<file path="config.mk">
export PLATFORM = sky130hd
export DESIGN_NAME = sddb_div
export DESIGN_NICKNAME = d
export VERILOG_FILES = /design/src/stick_deadzone_direction_buttons_macros.svh /design/src/sddb_pkg.sv /design/src/sddb_div.sv
export SDC_FILE = /design/constraint.sdc
export NUM_CORES = 2
export LEC_CHECK = 0
export ABC_AREA = 1
export BUFFER_PORTS_ARGS = -buffer_cell sky130_fd_sc_hd__buf_2
export CORE_MARGIN = 1.5
export CORE_UTILIZATION = 38
export CTS_BUF_LIST = sky130_fd_sc_hd__clkbuf_2
export CTS_CLUSTER_SIZE = 40
export DETAILED_ROUTE_END_ITERATION = 8
export PLACE_DENSITY_LB_ADDON = 0.08
export RECOVER_POWER = 100
export SYNTH_ARGS = -nofsm -noshare
export SYNTH_HDL_FRONTEND = slang
export SYNTH_SLANG_ARGS = --single-unit
</file>
<file path="constraint.sdc">
create_clock -name clock -period 2.2 [get_ports clock]
set_input_delay 0 -clock clock [delete_from_list [all_inputs] [get_ports clock]]
set_output_delay 0 -clock clock [all_outputs]
set_load 0.005 [all_outputs]
</file>
<file path="src/stick_deadzone_direction_buttons_macros.svh">
// assertion macros for the stick dead zone block
// used by the top level; needs signals named clock and reset in scope
`ifndef STICK_DEADZONE_DIRECTION_BUTTONS_MACROS_SVH
`define STICK_DEADZONE_DIRECTION_BUTTONS_MACROS_SVH

// clocked check, off during reset
`define SDDB_CHECK(name, prop, msg) \
   name: assert property (@(posedge clock) disable iff (reset) prop) else $error(msg);

// clocked check that also holds during reset
`define SDDB_CHECK_ALWAYS(name, prop, msg) \
   name: assert property (@(posedge clock) prop) else $error(msg);

`endif

</file>
<file path="src/sddb_pkg.sv">
// shared types and constants for the stick dead zone block
// no dependencies
package sddb_pkg;

   localparam int unsigned COORD_W   = 9;
   localparam int unsigned ADJ_W     = 10;
   localparam int unsigned BTN_IN_W  = 32;
   localparam int unsigned BTN_W     = 28;
   localparam int unsigned RADIUS_W  = 9;
   localparam int unsigned SLOPE_W   = 16;
   localparam int unsigned CSR_IDX_W = 2;
   localparam int unsigned CSR_DAT_W = 16;

   localparam int unsigned LEN_W     = 18;
   localparam int unsigned RAD_W     = 32;
   localparam int unsigned ROOT_W    = 16;
   localparam int unsigned LEN_SHIFT = 14;
   localparam int unsigned R_SHIFT   = 7;

   localparam logic [RADIUS_W-1:0] INNER_RESET = 9'd40;
   localparam logic [RADIUS_W-1:0] OUTER_RESET = 9'd145;
   localparam logic [SLOPE_W-1:0]  SLOPE_RESET = 16'd443;

   typedef enum logic [CSR_IDX_W-1:0] {
      CSR_INNER = 2'd0,
      CSR_OUTER = 2'd1,
      CSR_SLOPE = 2'd2
   } csr_index_type;

endpackage

</file>
<file path="src/sddb_div.sv">
// pipelined unsigned restoring divider, one quotient bit per stage
// depends on sddb_pkg
module sddb_div #(
   parameter int unsigned NUM_W  = 24,
   parameter int unsigned DEN_W  = 16,
   parameter int unsigned SIDE_W = 1
) (
   input  logic              clock,
   input  logic              en,
   input  logic [NUM_W-1:0]  num,
   input  logic [DEN_W-1:0]  den,
   input  logic [SIDE_W-1:0] side_in,
   output logic [NUM_W-1:0]  quo,
   output logic [SIDE_W-1:0] side_out
);
   import sddb_pkg::*;

   logic [DEN_W-1:0]  rem_ff  [NUM_W];
   logic [NUM_W-1:0]  num_ff  [NUM_W];
   logic [NUM_W-1:0]  quo_ff  [NUM_W];
   logic [DEN_W-1:0]  den_ff  [NUM_W];
   logic [SIDE_W-1:0] side_ff [NUM_W];

   for (genvar i = 0; i < NUM_W; i++) begin : g_step
      logic [DEN_W-1:0]  rem_prev;
      logic [NUM_W-1:0]  num_prev;
      logic [NUM_W-1:0]  quo_prev;
      logic [DEN_W-1:0]  den_prev;
      logic [SIDE_W-1:0] side_prev;
      logic [DEN_W:0]    shifted;
      logic [DEN_W+1:0]  diff;

      if (i == 0) begin : g_first
         assign rem_prev  = '0;
         assign num_prev  = num;
         assign quo_prev  = '0;
         assign den_prev  = den;
         assign side_prev = side_in;
      end else begin : g_next
         assign rem_prev  = rem_ff[i-1];
         assign num_prev  = num_ff[i-1];
         assign quo_prev  = quo_ff[i-1];
         assign den_prev  = den_ff[i-1];
         assign side_prev = side_ff[i-1];
      end

      assign shifted = {rem_prev, num_prev[NUM_W-1]};
      assign diff    = {1'b0, shifted} - {2'b00, den_prev};

      always_ff @(posedge clock) begin
         if (en) begin
            if (!diff[DEN_W+1]) begin
               rem_ff[i] <= diff[DEN_W-1:0];
            end else begin
               rem_ff[i] <= shifted[DEN_W-1:0];
            end
            quo_ff[i]  <= {quo_prev[NUM_W-2:0], ~diff[DEN_W+1]};
            num_ff[i]  <= {num_prev[NUM_W-2:0], 1'b0};
            den_ff[i]  <= den_prev;
            side_ff[i] <= side_prev;
         end
      end
   end

   assign quo      = quo_ff[NUM_W-1];
   assign side_out = side_ff[NUM_W-1];

endmodule

</file>
==> results.ini <==
[place]
numPortBuffers = 67
dp_slack_ns = -0.101
dpl.cell_count = 10300
gp_congestion = 0.865
hpwlAfterDp_um = 128000

[worst_setup_path]
cp.arrival_ns = 3.85
start_kind = input pin
cp-end-kind = flop
cp.required_ns = 3.58
critical_path.max_fanout = 48
cpMaxStageDelayCell = clkbuf_2
critical_path.most_common_cell = dlygate4sd3_1
path_cells = dlygate4sd3_1, dlygate4sd3_1, dlygate4sd3_1, clkbuf_1, buf_16, clkbuf_2, buf_4
max_stage_delay_ns = 1.10
path_class = input pin to flop

[logic_synthesis]
yosysTopAreaCellShare = 0.561
ys_ff_latch = 1336
yosysUniqueCellTypes = 33
synth-compound-area-share = 0.0170
synth-simple-area-share = 0.244
synthAdderAreaFrac = 0.0707
ys.flop_type = edfxtp_1
muxShareOfSynthArea = 0
syn_inst = 7646
synth_edf_count = 1336
async_reset_ff_frac = 0
synth.avg_cell_area_um2 = 9.36
yosys.area.top_type = edfxtp_1
synth_area_um2 = 71600
synthTopCellsByCount = nand2_1 (2639), inv_1 (1422), edfxtp_1 (1336), nand4_1 (464), ha_1 (369)
yosysWarnings = 0
yosysMostFrequentCell = nand2_1
syn_nets = 8080
ys_seq_area_frac = 0.561
synth_top_family_by_area = simple AND/OR/NAND/NOR gates
ys_top_cells_by_area = edfxtp_1 (56%), nand2_1 (14%), inv_1 (7.5%)
synth_xor_area_frac = 0.0197

[detailed_routing]
vias = 52500
wire_per_inst_um = 15.8
firstDrtPassIters = 6
drt_iter0_drc = 3225
viasPerCell = 4.65
drc = 0
ant_nets = 0
wl_um = 178000

[global_routing]
antenna_found_initial = 3
grt_max_degree = 64
grt_pass1_vias = 51300
grt_overflow = 0
grt_util_all_layers = 0.182
grt_pass1_wl_um = 276000

[flow_run]
drv_cap = 0

[floorplan]
fp.dieH_um = 437
rows = 159
core-area_um2 = 187000
die_area_um2 = 191000
start_util = 0.382
io_pins = 68
die-width_um = 437

[sta]
period_minus_slack_ns = 2.47
setup_viol = 926
max_freq_ghz = 0.405
slew_violations = 0
final_hold_viol_count = 0
setup-tns-final_ns = -91.47
worst_slew_pin_slew_ns = 1.40
holdWs_ns = 0.202
rsz0062_at_grt = true
slew_headroom = 0.0681
finalCritPeriodShare = 1.12
fin_skew_ns = 0.209
timing.final.ws_setup_ns = -0.269

[clock_tree]
clkSinkCount = 1336
cts_buffers = 376
cts_max_path_buffers = 4
cts.clk_slew.worst_paths_ns = 0.10
clkLatencyLatePin_ns = 1.78
h-tree-depth = 5
cts_root_buf = clkbuf_2
cts_tree = yes

[final_layout]
finalNetCount = 8961
layout-drive-gt1-share = 0.168
instances_no_fill = 11300
multiInputGateArea_um2 = 27100
fillers = 18500
final-seq-area_um2 = 40100
syn2layout_area_growth_pct = 17.5

[status]
outcome = finished with violations
failed_checks = negative setup slack

[power]
leakage_nw = 39.8
powerDensity_nw_per_um2 = 1160
power_w = 0.0978
peakVddDrop_mv = 0.443

[hold_path]
hold_class = input pin to flop

[flip-flops by register name, indices dropped and copies added, names as in the netlist]
register / flops
quo_ff: 300
side_ff: 24
num_ff: 276
rem_ff: 368
den_ff: 368
[placed cells by master, fill, tap and decap left out, types with 85 or more instances in the layout]
| cell type | synthesis | layout |
|---|---|---|
| edfxtp_1 | 1336 | 1336 |
| a21oi_1 | 202 | 184 |
| inv_1 | 1422 | 1407 |
| nand2_2 | 73 | 136 |
| ha_1 | 369 | 249 |
| nand3_1 | 213 | 207 |
| clkbuf_2 | 0 | 562 |
| nand4_1 | 464 | 464 |
| nand2_1 | 2639 | 2579 |
| xnor2_1 | 85 | 85 |
| nor2_1 | 336 | 304 |
| dlygate4sd3_1 | 0 | 185 |
| buf_4 | 17 | 190 |
[per-stage QoR]
| step | area (um2) | utilization |
|---|---|---|
| 2_1_floorplan | 71600 | - |
| 3_3_place_gp | 76200 | 0.406 |
| 3_5_place_dp | 76200 | 0.406 |
| 4_1_cts | 81800 | 0.436 |
| 5_1_grt | 84000 | 0.448 |
| 6_report | 84000 | 0.448 |
[routing by layer]
layer  share of wire  wire length, um  GRT usage
met2            0.47            83900      0.297
met1            0.46            81400      0.242
met4           0.032             5760     0.0713
met5               0                0          0
met3           0.041             7330     0.0302
[layout make-up]
| cell class | count | share of cell area |
|---|---|---|
| Inverter | 1442 | 0.0644 |
| Clock buffer | 536 | 0.0319 |
| Tap cell | 2495 | 0.0371 |
| Timing Repair Buffer | 617 | 0.0603 |
| Sequential cell | 1336 | 0.477 |
| Multi-Input combinational cell | 4754 | 0.322 |
| Clock inverter | 99 | 0.00630 |
| Antenna cell | 8 | 0.000238 |
[cell families after synthesis]
| logic type | Yosys count |
|---|---|
| and+or+nand+nor | 3945 |
| buffers and inverters | 1576 |
| DFF | 1336 |
| adders and majority gates | 391 |
| AOI/OAI and AO/OA | 237 |
| xor gates and xnor gates | 161 |
[final timing paths]
check | start | depth (start not counted) | slack (ns) | end
setup / recovery | en | 7 | -0.27 | rem_ff[2][26]$_DFFE_PP_
hold / removal | den[2] | 9 | 0.20 | rem_ff[0][5]$_SDFFCE_PP0P_
setup reg to reg | den_ff[1][76]$_DFFE_PP_ | 11 | -0.11 | rem_ff[1][95]$_DFFE_PP_
hold reg to reg | quo_ff[2][31]$_DFFE_PP_ | 0 | 0.26 | quo_ff[2][56]$_DFFE_PP_
[repair_timing]
action,4_1_cts,5_1_grt
gates cloned,10,10
endpoints found under the hold margin,1745,3
buffers inserted,26,127
endpoints found under the setup margin,170,386
pin swaps,7,63
resized for setup,20,321
hold buffers,190,3
[worst max-delay path, delay by kind of cell]
family | cells | cell delay [ns]
buffers and inverters | 7 | 3.80
[power breakdown]
group	total, W	leakage [nW]	switching [W]	internal [W]
Sequential	0.0378	13.1	0.00333	0.0345
Clock	0.0176	2.49	0.0105	0.00707
Combinational	0.0424	24.2	0.0262	0.0162
(Power assumes the default switching activity.)
