## src/stick_deadzone_direction_buttons_macros.svh

```systemverilog
// assertion macros for the stick dead zone block
// used by the top level; needs signals named clock and reset in scope
`ifndef STICK_DEADZONE_DIRECTION_BUTTONS_MACROS_SVH
`define STICK_DEADZONE_DIRECTION_BUTTONS_MACROS_SVH

// clocked check, off during reset
`define SDDB_CHECK(name, prop, msg) \
   name: assert property (@(posedge clock) disable iff (reset) prop) else $error(msg);

// clocked check that also holds during reset
`define SDDB_CHECK_ALWAYS(name, prop, msg) \
   name: assert property (@(posedge clock) prop) else $error(msg);

`endif

```

## src/sddb_pkg.sv

```systemverilog
// shared types and constants for the stick dead zone block
// no dependencies
package sddb_pkg;

   localparam int unsigned COORD_W   = 9;
   localparam int unsigned ADJ_W     = 10;
   localparam int unsigned BTN_IN_W  = 32;
   localparam int unsigned BTN_W     = 28;
   localparam int unsigned RADIUS_W  = 9;
   localparam int unsigned SLOPE_W   = 16;
   localparam int unsigned CSR_IDX_W = 2;
   localparam int unsigned CSR_DAT_W = 16;

   localparam int unsigned LEN_W     = 18;
   localparam int unsigned RAD_W     = 32;
   localparam int unsigned ROOT_W    = 16;
   localparam int unsigned LEN_SHIFT = 14;
   localparam int unsigned R_SHIFT   = 7;

   localparam logic [RADIUS_W-1:0] INNER_RESET = 9'd40;
   localparam logic [RADIUS_W-1:0] OUTER_RESET = 9'd145;
   localparam logic [SLOPE_W-1:0]  SLOPE_RESET = 16'd443;

   typedef enum logic [CSR_IDX_W-1:0] {
      CSR_INNER = 2'd0,
      CSR_OUTER = 2'd1,
      CSR_SLOPE = 2'd2
   } csr_index_type;

endpackage

```

## src/sddb_sqrt.sv

```systemverilog
// pipelined integer square root, one result bit per stage
// depends on sddb_pkg
module sddb_sqrt #(
   parameter int unsigned SIDE_W = 1
) (
   input  logic                        clock,
   input  logic                        en,
   input  logic [sddb_pkg::RAD_W-1:0]  radicand,
   input  logic [SIDE_W-1:0]           side_in,
   output logic [sddb_pkg::ROOT_W-1:0] root,
   output logic [SIDE_W-1:0]           side_out
);
   import sddb_pkg::*;

   localparam int unsigned REM_W = ROOT_W + 2;
   localparam int unsigned SH_W  = REM_W + 2;

   logic [REM_W-1:0]  rem_ff  [ROOT_W];
   logic [ROOT_W-1:0] root_ff [ROOT_W];
   logic [RAD_W-1:0]  rad_ff  [ROOT_W];
   logic [SIDE_W-1:0] side_ff [ROOT_W];

   for (genvar i = 0; i < ROOT_W; i++) begin : g_step
      logic [REM_W-1:0]  rem_prev;
      logic [ROOT_W-1:0] root_prev;
      logic [RAD_W-1:0]  rad_prev;
      logic [SIDE_W-1:0] side_prev;
      logic [SH_W-1:0]   shifted;
      logic [SH_W-1:0]   trial;
      logic [SH_W:0]     diff;

      if (i == 0) begin : g_first
         assign rem_prev  = '0;
         assign root_prev = '0;
         assign rad_prev  = radicand;
         assign side_prev = side_in;
      end else begin : g_next
         assign rem_prev  = rem_ff[i-1];
         assign root_prev = root_ff[i-1];
         assign rad_prev  = rad_ff[i-1];
         assign side_prev = side_ff[i-1];
      end

      assign shifted = {rem_prev, rad_prev[RAD_W-1 -: 2]};
      assign trial   = {2'b00, root_prev, 2'b01};
      assign diff    = {1'b0, shifted} - {1'b0, trial};

      always_ff @(posedge clock) begin
         if (en) begin
            if (!diff[SH_W]) begin
               rem_ff[i]  <= diff[REM_W-1:0];
               root_ff[i] <= {root_prev[ROOT_W-2:0], 1'b1};
            end else begin
               rem_ff[i]  <= shifted[REM_W-1:0];
               root_ff[i] <= {root_prev[ROOT_W-2:0], 1'b0};
            end
            rad_ff[i]  <= {rad_prev[RAD_W-3:0], 2'b00};
            side_ff[i] <= side_prev;
         end
      end
   end

   assign root     = root_ff[ROOT_W-1];
   assign side_out = side_ff[ROOT_W-1];

endmodule

```

## config.mk

```make
export PLATFORM = sky130hd
export DESIGN_NAME = sddb_sqrt
export DESIGN_NICKNAME = d
export VERILOG_FILES = /design/src/stick_deadzone_direction_buttons_macros.svh /design/src/sddb_pkg.sv /design/src/sddb_sqrt.sv
export SDC_FILE = /design/constraint.sdc
export NUM_CORES = 1
export LEC_CHECK = 0
export ABC_AREA = 1
export BUFFER_PORTS_ARGS = -buffer_cell sky130_fd_sc_hd__buf_4
export CELL_PAD_IN_SITES_DETAIL_PLACEMENT = 1
export CELL_PAD_IN_SITES_GLOBAL_PLACEMENT = 1
export CORE_AREA = 2 2 273 275
export CTS_CLUSTER_DIAMETER = 80
export DETAILED_ROUTE_END_ITERATION = 10
export DIE_AREA = 0 0 275 277
export HOLD_SLACK_MARGIN = 0.05
export PLACE_DENSITY = 0.7
export SKIP_LAST_GASP = 1
export SLEW_MARGIN = 20
export SYNTH_ARGS = -nofsm -noshare
export SYNTH_HDL_FRONTEND = slang
export SYNTH_SLANG_ARGS = --single-unit
```

## constraint.sdc

```tcl
create_clock -name clock -period 2.7 [get_ports clock]
set_input_delay 0.54 -clock clock [delete_from_list [all_inputs] [get_ports clock]]
set_output_delay 0.54 -clock clock [all_outputs]
set_load 0.05 [all_outputs]
```

==> results.ini, run 1 <==
[synth]
ys_types = 53
netlist_area_mm2 = 0.0328
synth_edf_count = 641
ys_top_cells_by_area = edfxtp_1 59%, nand2_1 9.9%, inv_1 6.1%, ha_1 5.3%, nor2_1 3.0%
ys_seq_area_frac = 0.587
synthArstFlopShare = 0
yosysMostFrequentCell = nand2_1
synth_top_area_frac = 0.587
ys_seq_elements = 642
synth_area_per_cell_um2 = 9.92
synth_common_cells = 864 x nand2_1, 641 x edfxtp_1, 535 x inv_1
synth_cells = 3307
yosysTopAreaCell = edfxtp_1
ys.warnings.count = 0
syn_nets = 3482
ys.flop_type = edfxtp_1

[timing]
max-slew-margin-rel = 0.558
rsz0062_at_grt = no
skew_ns = 0.0492
post-route-period-util = 0.923
max_freq_mhz = 401
tightestPinTransition_ns = 0.657
setup_violations = 0
drv_slew = 0
fin_crit_ns = 2.49
finalSetupTns_ns = 0
hold_violations = 0

[place]
hpwl_mm = 62.8
numPortBuffers = 51
gp_congestion = 0.841
placed_area_mm2 = 0.0344

[die]
rows = 100
start_util = 0.446
die_h_um = 277
die_area_mm2 = 0.0762
io_pins = 52
core_area_mm2 = 0.0736
die_x_um = 275

[grt]
grt_pass1_wl_mm = 131
grt_pass1_vias = 24700
grt_max_degree = 71
overflow = 0
antenna_found_initial = 0
grtUsageTotal = 0.219

[detailed_routing]
wl_mm = 82.0
ant_nets = 0
vias = 22800
first_pass_iters = 5
drc_errors = 0
viasPerCell = 5.09
drt_iter0_drc = 1136
wl_per_cell_um = 18.3

[power_and_ir_drop]
p_leak_nw = 16.2
peakVddDrop_uv = 551
power_density_mw_per_mm2 = 759

[worst_setup_path]
critical_path_class = reg2reg
cp.arrival_ns = 2.83
path_cells = ha_1 > a21oi_1 > nand2_1 > a21oi_2 > nand3_4 > inv_4 > o21ai_2
worstPathMaxFanout = 15
critPathMaxStageDelay_ns = 0.43
critical_path.slowest_cell = edfxtp_1
cp.required_ns = 3.04
end_kind = flop
cp-start-kind = flop

[clocking]
clock_latency_ns = 0.64
htreeDepth = 3
post_cts_buffers = 0
cts.sinks = 642
cts_tree = yes
clockRootBuffer = clkbuf_16
clkSlewWorstSetupHoldPaths_ns = 0.06
numCtsBuffers = 74
cts_max_path_buffers = 3

[flow_run]
maxCapViolCount = 0

[cells_and_area]
n_fill_cell = 8174
final_area_mm2 = 0.0372
area_delta_synth_final_pct = 13.5
drive_gt1_frac = 0.0886
nets = 3628
antenna_cells = 0

[status]
outcome = complete, no violations

[min_path]
min_path_type = in2reg

==> report_power, final <==
group	total [mW]	switching [mW]	internal (mW)
Combinational	4.98	3.29	1.69
Sequential	12.9	0.682	12.3
Clock	10.3	4.17	6.16
Total	28.3	8.15	20.1
==> cell families (layout without fill, tap and decap cells) <==
logic type      count (synthesis)  in the layout  synth area share
xor+xnor                      115            115            0.0307
simple gates                 1536           1536             0.207
fa+ha+maj                     140            140            0.0534
compound gates                290            291            0.0507
buf+inv                       584            786            0.0712
flops                         642            642             0.587
==> timing repair <==
| action | CTS | global route |
|---|---|---|
| endpoints found under the hold margin | 26 | 0 |
| setup endpoints to repair | 0 | 5 |
| resized for setup | 0 | 1 |
| hold buffers | 26 | 0 |
==> final cells by class <==
| class | count | area [µm²] | area share |
|---|---|---|---|
| clock buffer | 88 | 1900 | 0.0511 |
| clock inverter | 45 | 613 | 0.0165 |
| inverter | 544 | 2050 | 0.0551 |
| multi-input combinational | 2082 | 11200 | 0.301 |
| sequential | 642 | 19300 | 0.518 |
| tap | 969 | 1210 | 0.0326 |
| timing repair buffer | 109 | 966 | 0.0259 |
==> path summary, 6_finish.rpt <==
kind	start	to	slack (ns)	depth (start not counted)
worst max register to register	rem_ff[0][113]	rem_ff[0][132]	0.21	7
worst min-delay path	radicand[1]	rad_ff[0][1]	0.08	1
worst min register to register	rad_ff[0][87]	rad_ff[0][119]	0.38	0
worst max-delay path	rem_ff[0][113]	rem_ff[0][132]	0.21	7
==> per-stage QoR <==
stage	hold WS [ns]	std cells	power, mW	utilization	setup WS (ns)
after floorplan	0.400	3307	16.3	-	0.556
after global placement	0.400	4319	17.9	0.468	0.321
after detailed placement	0.405	4319	18.1	0.468	0.176
after CTS	0.0500	4478	28.6	0.506	0.131
after global routing	0.0618	4479	29.7	0.506	0.122
final	0.0823	4479	28.3	0.506	0.207
==> critical path: cells and delay by family (launching register included) <==
kind / cells / cell delay [ns]
AO/OA/AOI/OAI: 3 / 0.71
flip-flops: 1 / 0.43
AND/OR/NAND/NOR: 2 / 0.40
adder cells (fa/ha/maj): 1 / 0.39
buffers and inverters: 1 / 0.26
==> layer usage <==
| metal | vias to the layer above | part of all wire | global-route usage |
|---|---|---|---|
| met5 | - | 0 | 0 |
| met4 | 0 | 0.034 | 0.0815 |
| met3 | 146 | 0.027 | 0.0265 |
| met2 | 322 | 0.53 | 0.403 |
| met1 | 11100 | 0.41 | 0.257 |
| li1 | 11300 | - | - |
==> cells in the final DEF (no fill, tap or decap), types with 6 or more instances in the layout <==
master	instances
clkbuf_1	14
o21bai_1	8
edfxtp_1	641
nand2_2	23
nand3_2	12
nand4_1	48
clkinv_2	10
bufinv_16	11
nand3_1	195
xnor2_1	45
clkinv_1	12
nor2_1	266
nand2_1	864
dlygate4sd3_1	26
nor3_1	37
clkbuf_16	74
ha_1	140
o21ai_1	13
o21ai_0	102
nand3b_1	37
o21ai_2	27
a21oi_1	122
nor2_4	7
inv_1	535
nor2_2	11
buf_12	6
buf_4	76
xor2_1	70
==> registers in the layout (all words and copies together), names as in the netlist <==
register  cells
rem_ff      250
root_ff     136
side_ff      16
rad_ff      240
No activity file was read; power rests on OpenSTA's default activity.
==> inputs of run 2 (changes only) <==
Settings changed: CORE_AREA 2 2 273 275 to 2 2 257 259, CTS_BUF_LIST set to sky130_fd_sc_hd__clkbuf_16, DIE_AREA 0 0 275 277 to 0 0 259 261, PLACE_DENSITY 0.7 to 0.77.
==> results.ini, run 2 (synthesis gave the netlist of run 1 again) <==
[status]
outcome = complete, no violations  ; unchanged

[grt]
antenna_found_initial = 0  ; unchanged
grt_pass1_vias = 24400  ; was 24,700
grtUsageTotal = 0.249  ; was 0.219
grt_pass1_wl_mm = 132  ; was 131 mm
overflow = 0  ; unchanged
grt_max_degree = 95  ; was 71

[min_path]
hold_depth = 1  ; unchanged
min_from = radicand[29]  ; was radicand[1]
hold_end = rad_ff[0][29]  ; was rad_ff[0][1]
min_path_type = in2reg  ; unchanged

[worst_setup_path]
worstPathMaxFanout = 14  ; was 15
crit_start = rem_ff[0][133]  ; was rem_ff[0][113]
critPathMaxStageDelay_ns = 0.40  ; was 0.43 ns
r2r_cells = 8  ; was 7
end_kind = flop  ; unchanged
worstReg2RegStart = rem_ff[0][133]  ; was rem_ff[0][113]
critical_path_class = reg2reg  ; unchanged
cp_num_buf_inv = 1  ; unchanged
cp.arrival_ns = 2.81  ; was 2.83 ns
reg2reg_to = rem_ff[1][6]  ; was rem_ff[0][132]
cpLargestDelayFamily = simple AND/OR/NAND/NOR gates  ; was compound AO/OA/AOI/OAI gates
critical_path.slowest_cell = edfxtp_1  ; unchanged
cp-start-kind = flop  ; unchanged
cp.required_ns = 3.05  ; was 3.04 ns
ff2ff_setup_slack_ns = 0.25  ; was 0.21 ns
path_cells = ha_1 > a21oi_1 > nand2_1 > a21oi_1 > nand3_2 > or2_1 > nand2_1 > inv_1  ; was ha_1 > a21oi_1 > nand2_1 > a21oi_2 > nand3_4 > inv_4 > o21ai_2

[detailed_routing]
viasPerCell = 5.28  ; was 5.09
wl_mm = 83.1  ; was 82.0 mm
first_pass_iters = 5  ; unchanged
vias = 22900  ; was 22,800
ant_nets = 0  ; unchanged
wl_per_cell_um = 19.2  ; was 18.3 µm
drc_errors = 0  ; unchanged
drt_iter0_drc = 1263  ; was 1,136

[flow_run]
maxCapViolCount = 0  ; unchanged

[cells_and_area]
final_cell_count_no_fill = 4333  ; was 4,479
multiInputGateArea_mm2 = 0.0112  ; about the same
largest_reg_flops = 250  ; unchanged
top_regs = rem_ff x250, rad_ff x240, root_ff x136  ; unchanged
antenna_cells = 0  ; unchanged
n_fill_cell = 7231  ; was 8,174
layout_common_cells = 864 x nand2_1, 641 x edfxtp_1, 545 x inv_1, 266 x nor2_1, 195 x nand3_1  ; was 864 x nand2_1, 641 x edfxtp_1, 535 x inv_1, 266 x nor2_1, 195 x nand3_1
nets = 3594  ; was 3,628
registers.top_by_ff_count = rem_ff  ; unchanged
final_core_util = 0.561  ; was 0.506
area_delta_synth_final_pct = 11.3  ; was 13.5%
drive_gt1_frac = 0.0865  ; was 0.0886
regArea_mm2 = 0.0193  ; unchanged
final_common_cell = nand2_1  ; unchanged

[timing]
tightestPinTransition_ns = 0.653  ; was 0.657 ns
finalSetupTns_ns = 0  ; unchanged
post-route-period-util = 0.909  ; was 0.923
setup_violations = 0  ; unchanged
drv_slew = 0  ; unchanged
rsz0062_at_grt = no  ; unchanged
fin_crit_ns = 2.45  ; was 2.49 ns
max-slew-margin-rel = 0.565  ; was 0.558
skew_ns = 0.0341  ; was 0.0492 ns
max_freq_mhz = 407  ; was 401 MHz
hold_violations = 0  ; unchanged

[die]
die_h_um = 261  ; was 277 µm
start_util = 0.504  ; was 0.446
die_x_um = 259  ; was 275 µm
core_area_mm2 = 0.0650  ; was 0.0736 mm²
die_area_mm2 = 0.0676  ; was 0.0762 mm²
rows = 94  ; was 100
io_pins = 52  ; unchanged

[clocking]
clkSlewWorstSetupHoldPaths_ns = 0.06  ; about the same
cts_tree = yes  ; unchanged
cts.sinks = 642  ; unchanged
ctsHoldBuffers = 0  ; was 26
post_cts_buffers = 0  ; unchanged
numCtsBuffers = 71  ; was 74
clockRootBuffer = clkbuf_16  ; unchanged
cts_max_path_buffers = 3  ; unchanged
post_cts_resized = 0  ; unchanged
htreeDepth = 3  ; unchanged
clock_latency_ns = 0.62  ; was 0.64 ns

[power_and_ir_drop]
peakVddDrop_uv = 707  ; was 551 µV
power_density_mw_per_mm2 = 749  ; was 759 mW/mm²
p_leak_nw = 15.9  ; was 16.2 nW

[place]
numPortBuffers = 51  ; unchanged
gp_congestion = 0.890  ; was 0.841
hpwl_mm = 63.2  ; was 62.8 mm
placedCellCount = 4210  ; was 4,319

run 2: cell count changes in the layout (fill, tap and decap cells not counted), moves of 6 or more:
cell and change:
clkbuf_1 -14, inv_1 +10, dlygate4sd3_1 -26, bufinv_16 -6
run 2: worst max path at each step:
stage | to | slack, ns | depth (start not counted)
after floorplan | rem_ff[1][108] | 0.56 | 2
after global placement | rem_ff[1][8] | 0.28 | 8
after detailed placement | rem_ff[1][44] | 0.23 | 8
after CTS | rem_ff[1][6] | 0.20 | 8
after global routing | rem_ff[1][8] | 0.06 | 10
final | rem_ff[1][6] | 0.25 | 8
run 2: per-layer routing:
| metal | routed length [µm] | up-vias | global-route usage |
|---|---|---|---|
| li1 | - | 11200 | - |
| met1 | 35000 | 11100 | 0.303 |
| met2 | 43000 | 369 | 0.453 |
| met3 | 2120 | 179 | 0.0295 |
| met4 | 3000 | 0 | 0.0920 |
| met5 | 0 | - | 0 |
run 2: power breakdown:
group	switching, mW	internal, mW
registers	0.694	12.3
logic	3.35	1.66
clock network	4.05	5.32
total	8.09	19.2
run 2: cell type report:
cell class                      instances  area share
Multi-Input combinational cell       2081       0.307
Inverter                              544      0.0563
Sequential cell                       642       0.528
Tap cell                              864      0.0296
Timing Repair Buffer                   79      0.0182
Clock buffer                           71      0.0487
Clock inverter                         52      0.0124
run 2: per-stage QoR:
stage / hold WS (ns) / setup WS [ns] / total power, mW / instance area (µm²)
after CTS: 0.0577 / 0.204 / 27.5 / 36500
after global placement: 0.400 / 0.285 / 17.9 / 34300
after floorplan: 0.400 / 0.556 / 16.3 / 32800
final: 0.0912 / 0.246 / 27.3 / 36500
after global routing: 0.0662 / 0.0630 / 28.6 / 36500
after detailed placement: 0.406 / 0.228 / 18.1 / 34300
==> inputs of run 3 (changes only) <==
Settings changed: BUFFER_PORTS_ARGS -buffer_cell sky130_fd_sc_hd__buf_4 to not set, DONT_BUFFER_PORTS set to 1.
==> results.ini, run 3 (synthesis gave the netlist of run 1 again) <==
[detailed_routing]
wl_per_cell_um = 18.6  ; was 19.2 µm
viasPerCell = 5.25  ; was 5.28
drt_iter0_drc = 1353  ; was 1,263
drc_errors = 0  ; unchanged
ant_nets = 0  ; unchanged
first_pass_iters = 5  ; unchanged
wl_mm = 79.9  ; was 83.1 mm
vias = 22600  ; was 22,900

[worst_setup_path]
critPathMaxStageDelay_ns = 1.06  ; was 0.40 ns
worstReg2RegStart = rem_ff[0][133]  ; unchanged
end_kind = flop  ; unchanged
critical_path.slowest_cell = nand2_2  ; was edfxtp_1
crit_start = en  ; was rem_ff[0][133]
critical_path_class = in2reg  ; was reg2reg
cp.required_ns = 3.06  ; was 3.05 ns
cp-start-kind = input port  ; was flop
worstPathMaxFanout = 670  ; was 14
path_cells = nand2_2 > inv_2 > nand2_1 > o21ai_0  ; was ha_1 > a21oi_1 > nand2_1 > a21oi_1 > nand3_2 > or2_1 > nand2_1 > inv_1
cp.arrival_ns = 3.65  ; was 2.81 ns

[status]
violations = max-slew violations, negative setup slack
outcome = finished with violations  ; was complete, no violations

[die]
core_area_mm2 = 0.0650  ; unchanged
start_util = 0.504  ; unchanged
rows = 94  ; unchanged
die_x_um = 259  ; unchanged
die_area_mm2 = 0.0676  ; unchanged
die_h_um = 261  ; unchanged
io_pins = 52  ; unchanged

[timing]
hold_violations = 0  ; unchanged
max-slew-margin-rel = -1.05  ; was 0.565
fin_crit_ns = 3.29  ; was 2.45 ns
drv_slew = 488  ; was 0
rsz0062_at_grt = no  ; unchanged
tightestPinTransition_ns = 3.07  ; was 0.653 ns
setup_violations = 161  ; was 0
skew_ns = 0.0265  ; was 0.0341 ns
setup_slack_ns = -0.590  ; was 0.246 ns
max_freq_mhz = 304  ; was 407 MHz
post-route-period-util = 1.22  ; was 0.909
hold_slack_ns = 0.127  ; was 0.0912 ns

[grt]
grtUsageTotal = 0.240  ; was 0.249
grt_pass1_vias = 24400  ; about the same
antenna_found_initial = 0  ; unchanged
grt_max_degree = 677  ; was 95
grt_pass1_wl_mm = 128  ; was 132 mm
overflow = 0  ; unchanged

[clocking]
clockRootBuffer = clkbuf_16  ; unchanged
numCtsBuffers = 73  ; was 71
htreeDepth = 3  ; unchanged
clkSlewWorstSetupHoldPaths_ns = 0.06  ; about the same
cts.sinks = 642  ; unchanged
clock_latency_ns = 0.62  ; about the same
post_cts_buffers = 0  ; unchanged
cts_max_path_buffers = 3  ; unchanged
cts_tree = yes  ; unchanged

[min_path]
min_from = radicand[30]  ; was radicand[29]
min_path_type = in2reg  ; unchanged

[place]
gp_congestion = 0.862  ; was 0.890
hpwl_mm = 58.9  ; was 63.2 mm
numPortBuffers = 0  ; was 51

[cells_and_area]
n_fill_cell = 7205  ; was 7,231
nets = 3558  ; was 3,594
final_common_cell = nand2_1  ; unchanged
final_core_util = 0.558  ; was 0.561
drive_gt1_frac = 0.0663  ; was 0.0865
antenna_cells = 0  ; unchanged
registers.top_by_ff_count = rem_ff  ; unchanged
largest_reg_flops = 250  ; unchanged
top_regs = rem_ff x250, rad_ff x240, root_ff x136  ; unchanged
layout_common_cells = 864 x nand2_1, 641 x edfxtp_1, 544 x inv_1, 266 x nor2_1, 195 x nand3_1  ; was 864 x nand2_1, 641 x edfxtp_1, 545 x inv_1, 266 x nor2_1, 195 x nand3_1
area_delta_synth_final_pct = 10.6  ; was 11.3%

[power_and_ir_drop]
p_leak_nw = 15.7  ; was 15.9 nW
peakVddDrop_uv = 510  ; was 707 µV
power_density_mw_per_mm2 = 747  ; was 749 mW/mm²

[flow_run]
maxCapViolCount = 0  ; unchanged

==> run 3: cell count changes in the layout (fill, tap and decap cells not counted), moves of 2 or more <==
cell	previous run	this run
bufinv_16	5	3
buf_4	73	7
clkbuf_16	71	75
clkinv_2	12	10
dlygate4sd3_1	0	33
buf_12	5	1
clkinv_1	12	20
==> run 3: path summary, 6_finish.rpt <==
kind	to	slack (ns)	cells past startpoint
worst max-delay path	rem_ff[0][34]	-0.59	4
worst min-delay path	rem_ff[0][0]	0.13	1
worst max register to register	rem_ff[1][5]	0.26	7
worst min register to register	rad_ff[0][77]	0.40	0
==> run 3: layout make-up <==
cell class	count	area [µm²]	share of cell area
Clock buffer	75	1880	0.0517
Multi-Input combinational cell	2081	11200	0.309
Tap cell	864	1080	0.0298
Timing Repair Buffer	41	403	0.0111
Clock inverter	54	387	0.0107
Sequential cell	642	19300	0.531
Inverter	544	2050	0.0566
==> run 3: through the flow <==
stage / cell area [µm²] / total power, mW / setup TNS, ns / worst slack (ns) / std cells
finish: 36300 / 27.1 / -41.89 / -0.590 / 4301
global route: 36300 / 28.3 / 0 / 0.0723 / 4301
CTS: 36200 / 27.3 / 0 / 0.240 / 4299
detailed placement: 33700 / 17.8 / 0 / 0.254 / 4139
global placement: 33700 / 17.5 / 0 / 0.303 / 4139
floorplan: 32800 / 16.3 / 0 / 0.556 / 3307
==> run 3: critical path, delay by kind of cell <==
kind | cells | cell delay (ns)
buf+inv | 1 | 0.19
compound gates | 1 | 0.14
simple gates | 2 | 1.31
==> run 3: where the power goes <==
part           internal (mW)  switching, mW
registers               12.3          0.701
logic                   1.62           3.03
clock network           5.36           4.10
==> run 3: timing repair <==
item	CTS	global route
gates resized for setup	0	1
endpoints found under the hold margin	31	1
endpoints found under the setup margin	0	1
hold buffers	31	2
==> run 3: routing by layer <==
| metal | track usage | up-vias | wire length, µm |
|---|---|---|---|
| li1 | - | 11100 | - |
| met1 | 0.281 | 11000 | 32900 |
| met2 | 0.456 | 330 | 42700 |
| met3 | 0.0299 | 149 | 2030 |
| met4 | 0.0787 | 0 | 2300 |
| met5 | 0 | - | 0 |
